## src/xtrg_pkg.sv

```systemverilog
// ----------------------------------------------------------------------------
// xtrg_pkg
// Shared types and constants for the XYZ to gamma RGB pixel pipeline.
// ----------------------------------------------------------------------------
`default_nettype none

package xtrg_pkg;

   localparam int COEF_BITS = 14;
   localparam int NUM_CHAN  = 3;
   localparam int NUM_STEPS = 8;   // one root cell per result bit
   localparam int PROD_W    = 34;  // 17b signed pixel x 17b signed coef
   localparam int SUM_W     = 36;  // row sums plus spill, with headroom
   localparam int REM_W     = 16;
   localparam int ROOT_W    = 16;

   typedef logic signed [16:0] coef_type;

   // Q2.14 matrix, rows are R, G, B
   localparam coef_type COEF_MAT [NUM_CHAN][NUM_CHAN] = '{
      '{ 17'sd38742, -17'sd14689, -17'sd7669 },
      '{ -17'sd8440, 17'sd23370,  17'sd1454  },
      '{ 17'sd85,    -17'sd236,   17'sd16535 }
   };

   // word handed along the root chain
   typedef struct packed {
      logic [NUM_CHAN-1:0][REM_W-1:0]  rem;
      logic [NUM_CHAN-1:0][ROOT_W-1:0] root;
      logic [NUM_CHAN-1:0]             sat;
   } root_word_type;

endpackage

`default_nettype wire

```

## src/xtrg_req_if.sv

```systemverilog
// ----------------------------------------------------------------------------
// xtrg_req_if
// Pixel input channel: X, Y, Z words with valid/ready.
// ----------------------------------------------------------------------------
`default_nettype none

interface xtrg_req_if;
   logic        valid;
   logic        ready;
   logic [15:0] x_in;
   logic [15:0] y_in;
   logic [15:0] z_in;

   modport source (output valid, output x_in, output y_in, output z_in, input ready);
   modport sink   (input valid, input x_in, input y_in, input z_in, output ready);
endinterface

`default_nettype wire

```

## src/xtrg_rsp_if.sv

```systemverilog
// ----------------------------------------------------------------------------
// xtrg_rsp_if
// Pixel result channel: gamma encoded R, G, B with valid/ready.
// ----------------------------------------------------------------------------
`default_nettype none

interface xtrg_rsp_if;
   logic       valid;
   logic       ready;
   logic [7:0] red_out;
   logic [7:0] green_out;
   logic [7:0] blue_out;

   modport source (output valid, output red_out, output green_out, output blue_out,
                   input ready);
   modport sink   (input valid, input red_out, input green_out, input blue_out,
                   output ready);
endinterface

`default_nettype wire

```

## src/xtrg_front.sv

```systemverilog
// ----------------------------------------------------------------------------
// xtrg_front
// Matrix multiply, highlight spill, clip and scaling to 16 fraction bits.
// ----------------------------------------------------------------------------
`default_nettype none

module xtrg_front import xtrg_pkg::*; #(
   parameter int FRAC_BITS = 12
) (
   input  wire logic          clock,
   input  wire logic          reset,
   input  wire logic          up_valid,
   output logic               up_ready,
   input  wire logic [15:0]   x_in,
   input  wire logic [15:0]   y_in,
   input  wire logic [15:0]   z_in,
   output logic               dn_valid,
   input  wire logic          dn_ready,
   output root_word_type      dn_word
);

   localparam int SHIFT = FRAC_BITS + COEF_BITS - 16;
   localparam logic signed [SUM_W-1:0] ONE_VAL = SUM_W'(1) <<< (FRAC_BITS + COEF_BITS);

   logic [15:0] pix [NUM_CHAN];

   logic                     s1_valid_ff, s1_valid_in, s1_ready;
   logic                     s2_valid_ff, s2_valid_in, s2_ready;
   logic                     s3_valid_ff, s3_valid_in, s3_ready;

   logic signed [PROD_W-1:0] prod_ff [NUM_CHAN][NUM_CHAN];
   logic signed [PROD_W-1:0] prod_in [NUM_CHAN][NUM_CHAN];
   logic signed [SUM_W-1:0]  lin_ff  [NUM_CHAN];
   logic signed [SUM_W-1:0]  lin_in  [NUM_CHAN];
   logic signed [SUM_W-1:0]  ov_ff   [NUM_CHAN];
   logic signed [SUM_W-1:0]  ov_in   [NUM_CHAN];
   root_word_type            word_ff, word_in;

   assign pix[0] = x_in;
   assign pix[1] = y_in;
   assign pix[2] = z_in;

   assign s3_ready = !s3_valid_ff || dn_ready;
   assign s2_ready = !s2_valid_ff || s3_ready;
   assign s1_ready = !s1_valid_ff || s2_ready;
   assign up_ready = s1_ready;

   assign s1_valid_in = s1_ready ? up_valid    : s1_valid_ff;
   assign s2_valid_in = s2_ready ? s1_valid_ff : s2_valid_ff;
   assign s3_valid_in = s3_ready ? s2_valid_ff : s3_valid_ff;

   always_comb begin
      for (int r = 0; r < NUM_CHAN; r++) begin
         for (int c = 0; c < NUM_CHAN; c++) begin
            prod_in[r][c] = PROD_W'($signed({1'b0, pix[c]}) * COEF_MAT[r][c]);
         end
      end
   end

   always_comb begin
      for (int r = 0; r < NUM_CHAN; r++) begin
         lin_in[r] = SUM_W'(prod_ff[r][0]) + SUM_W'(prod_ff[r][1]) + SUM_W'(prod_ff[r][2]);
         ov_in[r]  = (lin_in[r] > ONE_VAL) ? lin_in[r] - ONE_VAL : '0;
      end
   end

   // spill the other two channels' excess in, clip at zero, drop to 16 fraction bits
   always_comb begin
      logic signed [SUM_W-1:0] chan;
      logic [SUM_W-1:0]        scaled;
      word_in = '0;
      for (int r = 0; r < NUM_CHAN; r++) begin
         chan = lin_ff[r] + ov_ff[(r + 1) % NUM_CHAN] + ov_ff[(r + 2) % NUM_CHAN];
         scaled = SUM_W'(unsigned'(chan)) >> SHIFT;
         if (chan <= 0) begin
            word_in.rem[r] = '0;
            word_in.sat[r] = 1'b0;
         end else if (scaled[SUM_W-1:16] != '0) begin
            word_in.rem[r] = '0;
            word_in.sat[r] = 1'b1;
         end else begin
            word_in.rem[r] = scaled[REM_W-1:0];
            word_in.sat[r] = 1'b0;
         end
      end
   end

   always_ff @(posedge clock) begin
      if (reset) begin
         s1_valid_ff <= 1'b0;
         s2_valid_ff <= 1'b0;
         s3_valid_ff <= 1'b0;
      end else begin
         s1_valid_ff <= s1_valid_in;
         s2_valid_ff <= s2_valid_in;
         s3_valid_ff <= s3_valid_in;
      end
      if (up_valid && s1_ready) prod_ff <= prod_in;
      if (s1_valid_ff && s2_ready) begin
         lin_ff <= lin_in;
         ov_ff  <= ov_in;
      end
      if (s2_valid_ff && s3_ready) word_ff <= word_in;
   end

   assign dn_valid = s3_valid_ff;
   assign dn_word  = word_ff;

endmodule

`default_nettype wire

```

## src/xtrg_root_cell.sv

```systemverilog
// ----------------------------------------------------------------------------
// xtrg_root_cell
// One restoring square root step for all three channels, registered.
// ----------------------------------------------------------------------------
`default_nettype none

module xtrg_root_cell import xtrg_pkg::*; #(
   parameter int STEP = 0
) (
   input  wire logic    clock,
   input  wire logic    reset,
   input  wire logic    up_valid,
   output logic         up_ready,
   input  root_word_type up_word,
   output logic         dn_valid,
   input  wire logic    dn_ready,
   output root_word_type dn_word
);

   localparam logic [ROOT_W:0] BIT_VAL = (ROOT_W + 1)'(1) << (14 - 2 * STEP);

   logic          valid_ff, valid_in;
   root_word_type word_ff, word_in;

   assign up_ready = !valid_ff || dn_ready;
   assign valid_in = up_ready ? up_valid : valid_ff;

   always_comb begin
      logic [ROOT_W:0] trial;
      word_in = up_word;
      for (int c = 0; c < NUM_CHAN; c++) begin
         trial = {1'b0, up_word.root[c]} + BIT_VAL;
         if ({1'b0, up_word.rem[c]} >= trial) begin
            word_in.rem[c]  = REM_W'({1'b0, up_word.rem[c]} - trial);
            word_in.root[c] = ROOT_W'({1'b0, up_word.root[c] >> 1} + BIT_VAL);
         end else begin
            word_in.root[c] = up_word.root[c] >> 1;
         end
      end
   end

   always_ff @(posedge clock) begin
      if (reset) begin
         valid_ff <= 1'b0;
      end else begin
         valid_ff <= valid_in;
      end
      if (up_valid && up_ready) word_ff <= word_in;
   end

   assign dn_valid = valid_ff;
   assign dn_word  = word_ff;

endmodule

`default_nettype wire

```

## src/xyz_to_rgb_gamma_pixel.sv

```systemverilog
// ----------------------------------------------------------------------------
// xyz_to_rgb_gamma_pixel
// CIE XYZ (Q4.12) to square-root gamma encoded 8-bit RGB, one pixel a cycle unless stalled.
// ----------------------------------------------------------------------------
// Usage:
//   req_bus carries one pixel word (x_in, y_in, z_in); rsp_bus returns one
//   word (red_out, green_out, blue_out) per pixel, in order. Both channels
//   are valid/ready; a word moves on a clock edge with both high.
//   An accepted word reaches rsp_bus.valid through eleven register stages:
//   three front stages (multiply, row sum with excess, spill/clip/scale)
//   and a chain of eight root cells, each resolving one result bit.
//   Throughput is one pixel per cycle while rsp_bus is not stalled, set by
//   the cell chain which accepts a new word every cycle that it is ready.
//   Each stage has its own valid bit and a ready of its own, so a stalled
//   receiver only holds the last cell; earlier empty stages keep filling
//   and req_bus.ready drops only when every stage holds a word.
//   Synchronous reset empties the pipeline; no word is in flight after it.
// ----------------------------------------------------------------------------
`default_nettype none

module xyz_to_rgb_gamma_pixel import xtrg_pkg::*; #(
   parameter int FRAC_BITS = 12
) (
   input  wire logic  clock,
   input  wire logic  reset,
   xtrg_req_if.sink   req_bus,
   xtrg_rsp_if.source rsp_bus
);

   logic          chain_valid [NUM_STEPS+1];
   logic          chain_ready [NUM_STEPS+1];
   root_word_type chain_word  [NUM_STEPS+1];

   xtrg_front #(.FRAC_BITS(FRAC_BITS)) u_front (
      .clock    (clock),
      .reset    (reset),
      .up_valid (req_bus.valid),
      .up_ready (req_bus.ready),
      .x_in     (req_bus.x_in),
      .y_in     (req_bus.y_in),
      .z_in     (req_bus.z_in),
      .dn_valid (chain_valid[0]),
      .dn_ready (chain_ready[0]),
      .dn_word  (chain_word[0])
   );

   for (genvar s = 0; s < NUM_STEPS; s++) begin : g_cell
      xtrg_root_cell #(.STEP(s)) u_cell (
         .clock    (clock),
         .reset    (reset),
         .up_valid (chain_valid[s]),
         .up_ready (chain_ready[s]),
         .up_word  (chain_word[s]),
         .dn_valid (chain_valid[s+1]),
         .dn_ready (chain_ready[s+1]),
         .dn_word  (chain_word[s+1])
      );
   end

   assign chain_ready[NUM_STEPS] = rsp_bus.ready;
   assign rsp_bus.valid = chain_valid[NUM_STEPS];

   assign rsp_bus.red_out   = chain_word[NUM_STEPS].sat[0] ? 8'hFF
                                                           : chain_word[NUM_STEPS].root[0][7:0];
   assign rsp_bus.green_out = chain_word[NUM_STEPS].sat[1] ? 8'hFF
                                                           : chain_word[NUM_STEPS].root[1][7:0];
   assign rsp_bus.blue_out  = chain_word[NUM_STEPS].sat[2] ? 8'hFF
                                                           : chain_word[NUM_STEPS].root[2][7:0];

endmodule

`default_nettype wire

```

## src/flat_wrapper.sv

```systemverilog
// flat-port wrapper written by rule: the top's interface ports become plain ports
module xyz_to_rgb_gamma_pixel_flat import xtrg_pkg::*;
#(
   parameter int FRAC_BITS = 12
)
  (clock, reset, req_bus_valid, req_bus_x_in, req_bus_y_in, req_bus_z_in, req_bus_ready, rsp_bus_valid, rsp_bus_red_out, rsp_bus_green_out, rsp_bus_blue_out, rsp_bus_ready);
  xtrg_req_if req_bus_i ();
  xtrg_rsp_if rsp_bus_i ();
  input  wire logic clock;
  input  wire logic reset;
  input wire logic [$bits(req_bus_i.valid)-1:0] req_bus_valid;
  input wire logic [$bits(req_bus_i.x_in)-1:0] req_bus_x_in;
  input wire logic [$bits(req_bus_i.y_in)-1:0] req_bus_y_in;
  input wire logic [$bits(req_bus_i.z_in)-1:0] req_bus_z_in;
  output wire logic [$bits(req_bus_i.ready)-1:0] req_bus_ready;
  output wire logic [$bits(rsp_bus_i.valid)-1:0] rsp_bus_valid;
  output wire logic [$bits(rsp_bus_i.red_out)-1:0] rsp_bus_red_out;
  output wire logic [$bits(rsp_bus_i.green_out)-1:0] rsp_bus_green_out;
  output wire logic [$bits(rsp_bus_i.blue_out)-1:0] rsp_bus_blue_out;
  input wire logic [$bits(rsp_bus_i.ready)-1:0] rsp_bus_ready;
  assign req_bus_i.valid = req_bus_valid;
  assign req_bus_i.x_in = req_bus_x_in;
  assign req_bus_i.y_in = req_bus_y_in;
  assign req_bus_i.z_in = req_bus_z_in;
  assign req_bus_ready = req_bus_i.ready;
  assign rsp_bus_valid = rsp_bus_i.valid;
  assign rsp_bus_red_out = rsp_bus_i.red_out;
  assign rsp_bus_green_out = rsp_bus_i.green_out;
  assign rsp_bus_blue_out = rsp_bus_i.blue_out;
  assign rsp_bus_i.ready = rsp_bus_ready;
  xyz_to_rgb_gamma_pixel #(.FRAC_BITS(FRAC_BITS)) u_core (.clock(clock), .reset(reset), .req_bus(req_bus_i), .rsp_bus(rsp_bus_i));
endmodule
```

## config.mk

```make
export PLATFORM = sky130hd
export DESIGN_NAME = xyz_to_rgb_gamma_pixel_flat
export DESIGN_NICKNAME = d
export VERILOG_FILES = /design/src/xtrg_pkg.sv /design/src/xtrg_req_if.sv /design/src/xtrg_rsp_if.sv /design/src/xtrg_front.sv /design/src/xtrg_root_cell.sv /design/src/xyz_to_rgb_gamma_pixel.sv /design/src/flat_wrapper.sv
export SDC_FILE = /design/constraint.sdc
export NUM_CORES = 2
export LEC_CHECK = 0
export BUFFER_PORTS_ARGS = -buffer_cell sky130_fd_sc_hd__buf_2
export CAP_MARGIN = 20
export CORE_MARGIN = 4
export CORE_UTILIZATION = 53
export DETAILED_ROUTE_END_ITERATION = 6
export GPL_ROUTABILITY_DRIVEN = 0
export PLACE_DENSITY_LB_ADDON = 0.12
export SYNTH_ARGS = -nofsm -noshare
export SYNTH_HDL_FRONTEND = slang
export SYNTH_HIERARCHICAL = 1
export SYNTH_SLANG_ARGS = --single-unit
```

## constraint.sdc

```tcl
create_clock -name clock -period 60.5 [get_ports clock]
set_input_delay 6.05 -clock clock [delete_from_list [all_inputs] [get_ports clock]]
set_output_delay 6.05 -clock clock [all_outputs]
set_load 0.01 [all_outputs]
```

Word level (Yosys, flattened, before mapping)
Cells that the tools add are included.
{ "classes": {"addsub": 78, "n_mul": 9, "order_cmp": 30, "muxes": 51, "n_reduce_logical": 39} }
{ "op_table": {"columns": ["op", "n"], "rows": [
  ["two-way mux 16 bit", 21],
  ["greater-or-equal comparator 16 x 17 -> 1 bit", 18],
  ["subtractor 16 bit", 18],
  ["two-way mux 15 bit", 18],
  ["adder 36 bit", 6],
  ["> comparator 36 x 28 -> 1 bit, second input constant", 3],
  ["<= comparator 36 x 1 -> 1 bit, second input constant", 3],
  ["subtractor 36 x 27 -> 36 bit, second input constant", 3],
  ["multiplier 16 x 15 -> 31 bit, second input constant", 2],
  ["nonzero test 20 bit", 3],
  ["adder 16 x 1 -> 17 bit, second input constant", 3],
  ["adder 16 x 11 -> 17 bit, second input constant", 3],
  ["adder 16 x 3 -> 17 bit, second input constant", 3],
  ["adder 16 x 5 -> 17 bit, second input constant", 3],
  ["adder 16 x 7 -> 17 bit, second input constant", 3],
  ["adder 16 x 9 -> 17 bit, second input constant", 3],
  ["adder 15 x 11 -> 16 bit, second input constant", 3],
  ["adder 15 x 13 -> 16 bit, second input constant", 3],
  ["adder 15 x 3 -> 16 bit, second input constant", 3],
  ["adder 15 x 5 -> 16 bit, second input constant", 3],
  ["adder 15 x 7 -> 16 bit, second input constant", 3],
  ["adder 15 x 9 -> 16 bit, second input constant", 3],
  ["greater-or-equal comparator 16 x 15 -> 1 bit, second input constant", 3],
  ["greater-or-equal comparator 16 bit", 3],
  ["23 further kinds", 70]
]} }
{ "word_totals": {"reg_bits": 1252, "out_inout_bits": 26, "elab_cells": 313} }

Longest topological paths before layout
{ "depth": {"word_depth": 13, "depth_mapped": 25, "depth_no_buf": 23} }

Cells and area by module
Netlist, hierarchy kept.
{ "by_module_without_submodules": {"columns": ["mod", "n_inst", "cells_per_inst", "area_per_inst_um2"], "rows": [
  ["xtrg_front", 1, 5756, 60873.4],
  ["xtrg_root_cell (u_core.g_cell[7].u_cell)", 1, 764, 7479.7],
  ["xtrg_root_cell (u_core.g_cell[6].u_cell)", 1, 679, 7048.0],
  ["xtrg_root_cell (u_core.g_cell[5].u_cell)", 1, 685, 7038.0],
  ["xtrg_root_cell (u_core.g_cell[1].u_cell)", 1, 633, 6960.4],
  ["xtrg_root_cell (u_core.g_cell[4].u_cell)", 1, 676, 6876.6],
  ["xtrg_root_cell (u_core.g_cell[2].u_cell)", 1, 625, 6672.6],
  ["xtrg_root_cell (u_core.g_cell[3].u_cell)", 1, 622, 6633.9],
  ["xtrg_root_cell (u_core.g_cell[0].u_cell)", 1, 575, 6133.4],
  ["xyz_to_rgb_gamma_pixel", 1, 24, 150.1]
]} }

Least setup slack after synthesis
OpenSTA, ideal clock, no wires.
{ "synth_path": {"path_kind": "input to register", "start": "in rsp_bus_ready", "end": "reg u_core/u_front/lin_ff[0] in the netlist's numbering (enable)", "arrival_ns": 22.024, "setup_slack_ns": 37.385, "path_stages": 10, "cell_sequence": "nand2b_1 nand2b_1 nand2b_1 nand2b_1 nand2b_1 nand2b_1 nand2b_1 nand2b_1 nor2b_1 a21boi_0"} }
{ "synth_lines": {"columns": ["item", "line_no", "rtl"], "rows": [
  ["from (decl)", "flat_wrapper.sv:20", "input wire logic [$bits(rsp_bus_i.ready)-1:0] rsp_bus_ready;"],
  ["to (signal assigned)", "xtrg_front.sv:100", "lin_ff <= lin_in;"],
  ["to (decl)", "xtrg_front.sv:33", "logic signed [SUM_W-1:0] lin_ff [NUM_CHAN];"]
]} }

==> out/qor.csv <==
metric;value;unit
die_h;467;um
num_io_pins;78;
overflow;0;
rsz0062_at_grt;no;
ant_nets;0;
syn_avg_cell_area;10.5;sq um
num_rows;168;
start_util;53.3;%
drtIter0Drc;5575;
critPathArrivalTime;8.80;ns
critPathSlowestCell;nor2b_1;
core-area;210000;sq um
yosysWarnings;6;
syn_inst;10600;
outcome;completed;
slew_headroom;21.6;%
irDropWorstVdd;0.0965;mV
grt_antenna_before_repair;4;
cts_setup_buffers;0;
clockBufferDepth;3;
finalSetupViolCount;0;
postCtsHoldBufs;0;
hpwlAfterDp;224000;um
end_kind;primary output;
numCtsBuffers;146;
clock.fmax;0.0673;GHz
die_x;467;um
h-tree-depth;4;
via_count;78600;
grt_max_degree;159;
post_drt_wl_per_cell;20.2;um
grt_usage;25.1;%
slew_violations;0;
critPathRequiredTime;54.45;ns
clkSlewWorstSetupHoldPaths;0.06;ns
grt_pass1_vias;79200;
clock_skew;0.0276;ns
nNetsFinal;12900;
syn-cell-area;112000;sq um
drive_gt1_share;5.99;%
crit_top_cell;nand2b_1;
cts.sinks;1232;
drc_errors;0;
grt_pass1_wl;434000;um
finalHoldViolCount;0;
layout_min_cycle_time;14.85;ns
powerDensity;57.5;nW/um^2
port_buffers;77;
drt-vias-per-instance;5.76;
min_period_over_period;24.5;%
setup_slack;45.65;ns
start_kind;input port;
die_area;218000;sq um
place_ws;45.68;ns
finalSetupTns;0;ns
synthToLayoutAreaGrowth;7.32;%
maxCapViolations;0;
tritoncts;done;
cts_resized;0;
power.leakage;52.0;nW
tightest_slew;1.17;ns
cp_cell_sequence;buf_2 -> nand2b_1 -> nand2b_1 -> nand2b_1 -> nand2b_1 -> nand2b_1 -> nand2b_1 -> nand2b_1 -> nand2b_1 -> nor2b_1 -> nand3_1 -> buf_2;
clkLatencyLatePin;0.81;ns
hold_path.class;flop to flop;
firstDrtPassIters;5;
critPathKind;input port to primary output;
nFillCells;17800;
path_max_fanout;6;
wl;275000;um
critical-path-max-stage-delay;0.60;ns
clockRootBuffer;clkbuf_16;
## layout make-up
| type | count | area (sq um) | area share [%] |
|---|---|---|---|
| Clock buffer | 172 | 3790 | 3.17 |
| Sequential cell | 1232 | 36900 | 30.8 |
| Tap cell | 2805 | 3510 | 2.93 |
| Multi-Input combinational cell | 7916 | 68700 | 57.4 |
| Antenna cell | 5 | 12.5 | 0.0104 |
| Inverter | 1313 | 4930 | 4.11 |
| Timing Repair Buffer | 113 | 697 | 0.581 |
| Clock inverter | 97 | 1290 | 1.07 |
## metal layers
metal	GRT usage, %	routed length (um)	up-vias
li1	-	-	38000
met1	30.9	113000	38200
met2	43.5	135000	1948
met3	3.23	12200	535
met4	12.4	15400	2
met5	0	13	-
## layout by cell type (no fill, tap or decap), types with 28 or more instances in the layout
master and n:
a21boi_0 35, nor3_1 207, o21bai_1 70, mux2_2 106, o31ai_1 59, o31a_1 35, nor4_1 37, and3_1 109
nand2_1 643, fa_1 657, a21o_1 260, or3_1 58, and4_1 28, o21ai_1 44, xnor2_1 501, o21ai_0 442
clkbuf_16 148, conb_1 52, buf_2 77, or2_2 35, a31oi_1 65, mux2i_1 31, inv_1 1313, nand2b_1 114
o211ai_1 53, nor2_1 548, edfxtp_1 1221, and2_1 43, a211o_1 35, a21oi_1 553, a211oi_1 115, buf_4 31
xor2_1 386, nand4_1 135, o21a_1 137, ha_1 1492, nand3_1 231, nor2b_1 116
## registers in the layout (all words and copies together) (netlist names)
signal                         flops
u_core/u_front/lin_ff            100
u_core/g_cell.u_cell/dn_word     720
u_core/u_front/s1_valid_ff         1
u_core/g_cell.u_cell/dn_valid      8
u_core/u_front/ov_ff             107
u_core/u_front/dn_word            51
u_core/u_front/prod_ff           243
u_core/u_front/dn_valid            1
u_core/u_front/s2_valid_ff         1
## report_power, final
part	switching, W	internal [W]
clock	0.000369	0.000556
combinational	0.00283	0.00169
sequential	0.000154	0.00129
## path summary, 6_finish.rpt
check,startpoint,slack [ns],cells past startpoint,to
worst max-delay path,rsp_bus_ready,45.65,12,req_bus_ready
worst min-delay path,u_core/u_front/dn_word[0]$_SDFFCE_PP0P_,0.42,0,u_core/g_cell[0].u_cell/dn_word[0]$_DFFE_PP_
worst max register to register,u_core/u_front/prod_ff[2]$_DFFE_PP_,52.89,22,u_core/u_front/ov_ff[67]$_SDFFCE_PP0P_
worst min register to register,u_core/u_front/dn_word[0]$_SDFFCE_PP0P_,0.42,0,u_core/g_cell[0].u_cell/dn_word[0]$_DFFE_PP_
## metrics by stage
stage	util, %	cell area, sq um	hold WS, ns	std cells	power [W]
after floorplan	-	112000	0.400	10700	0.00447
after global placement	54.7	115000	0.403	13400	0.00581
after detailed placement	54.7	115000	0.406	13400	0.00588
after CTS	57.2	120000	0.420	13600	0.00686
after global routing	57.2	120000	0.423	13700	0.00739
final	57.2	120000	0.417	13700	0.00689
## worst max-delay path, delay by kind of cell
family | cells | cell delay [ns]
simple gates | 10 | 2.41
buf+inv | 2 | 0.33
No activity file was read; power rests on OpenSTA's default activity.
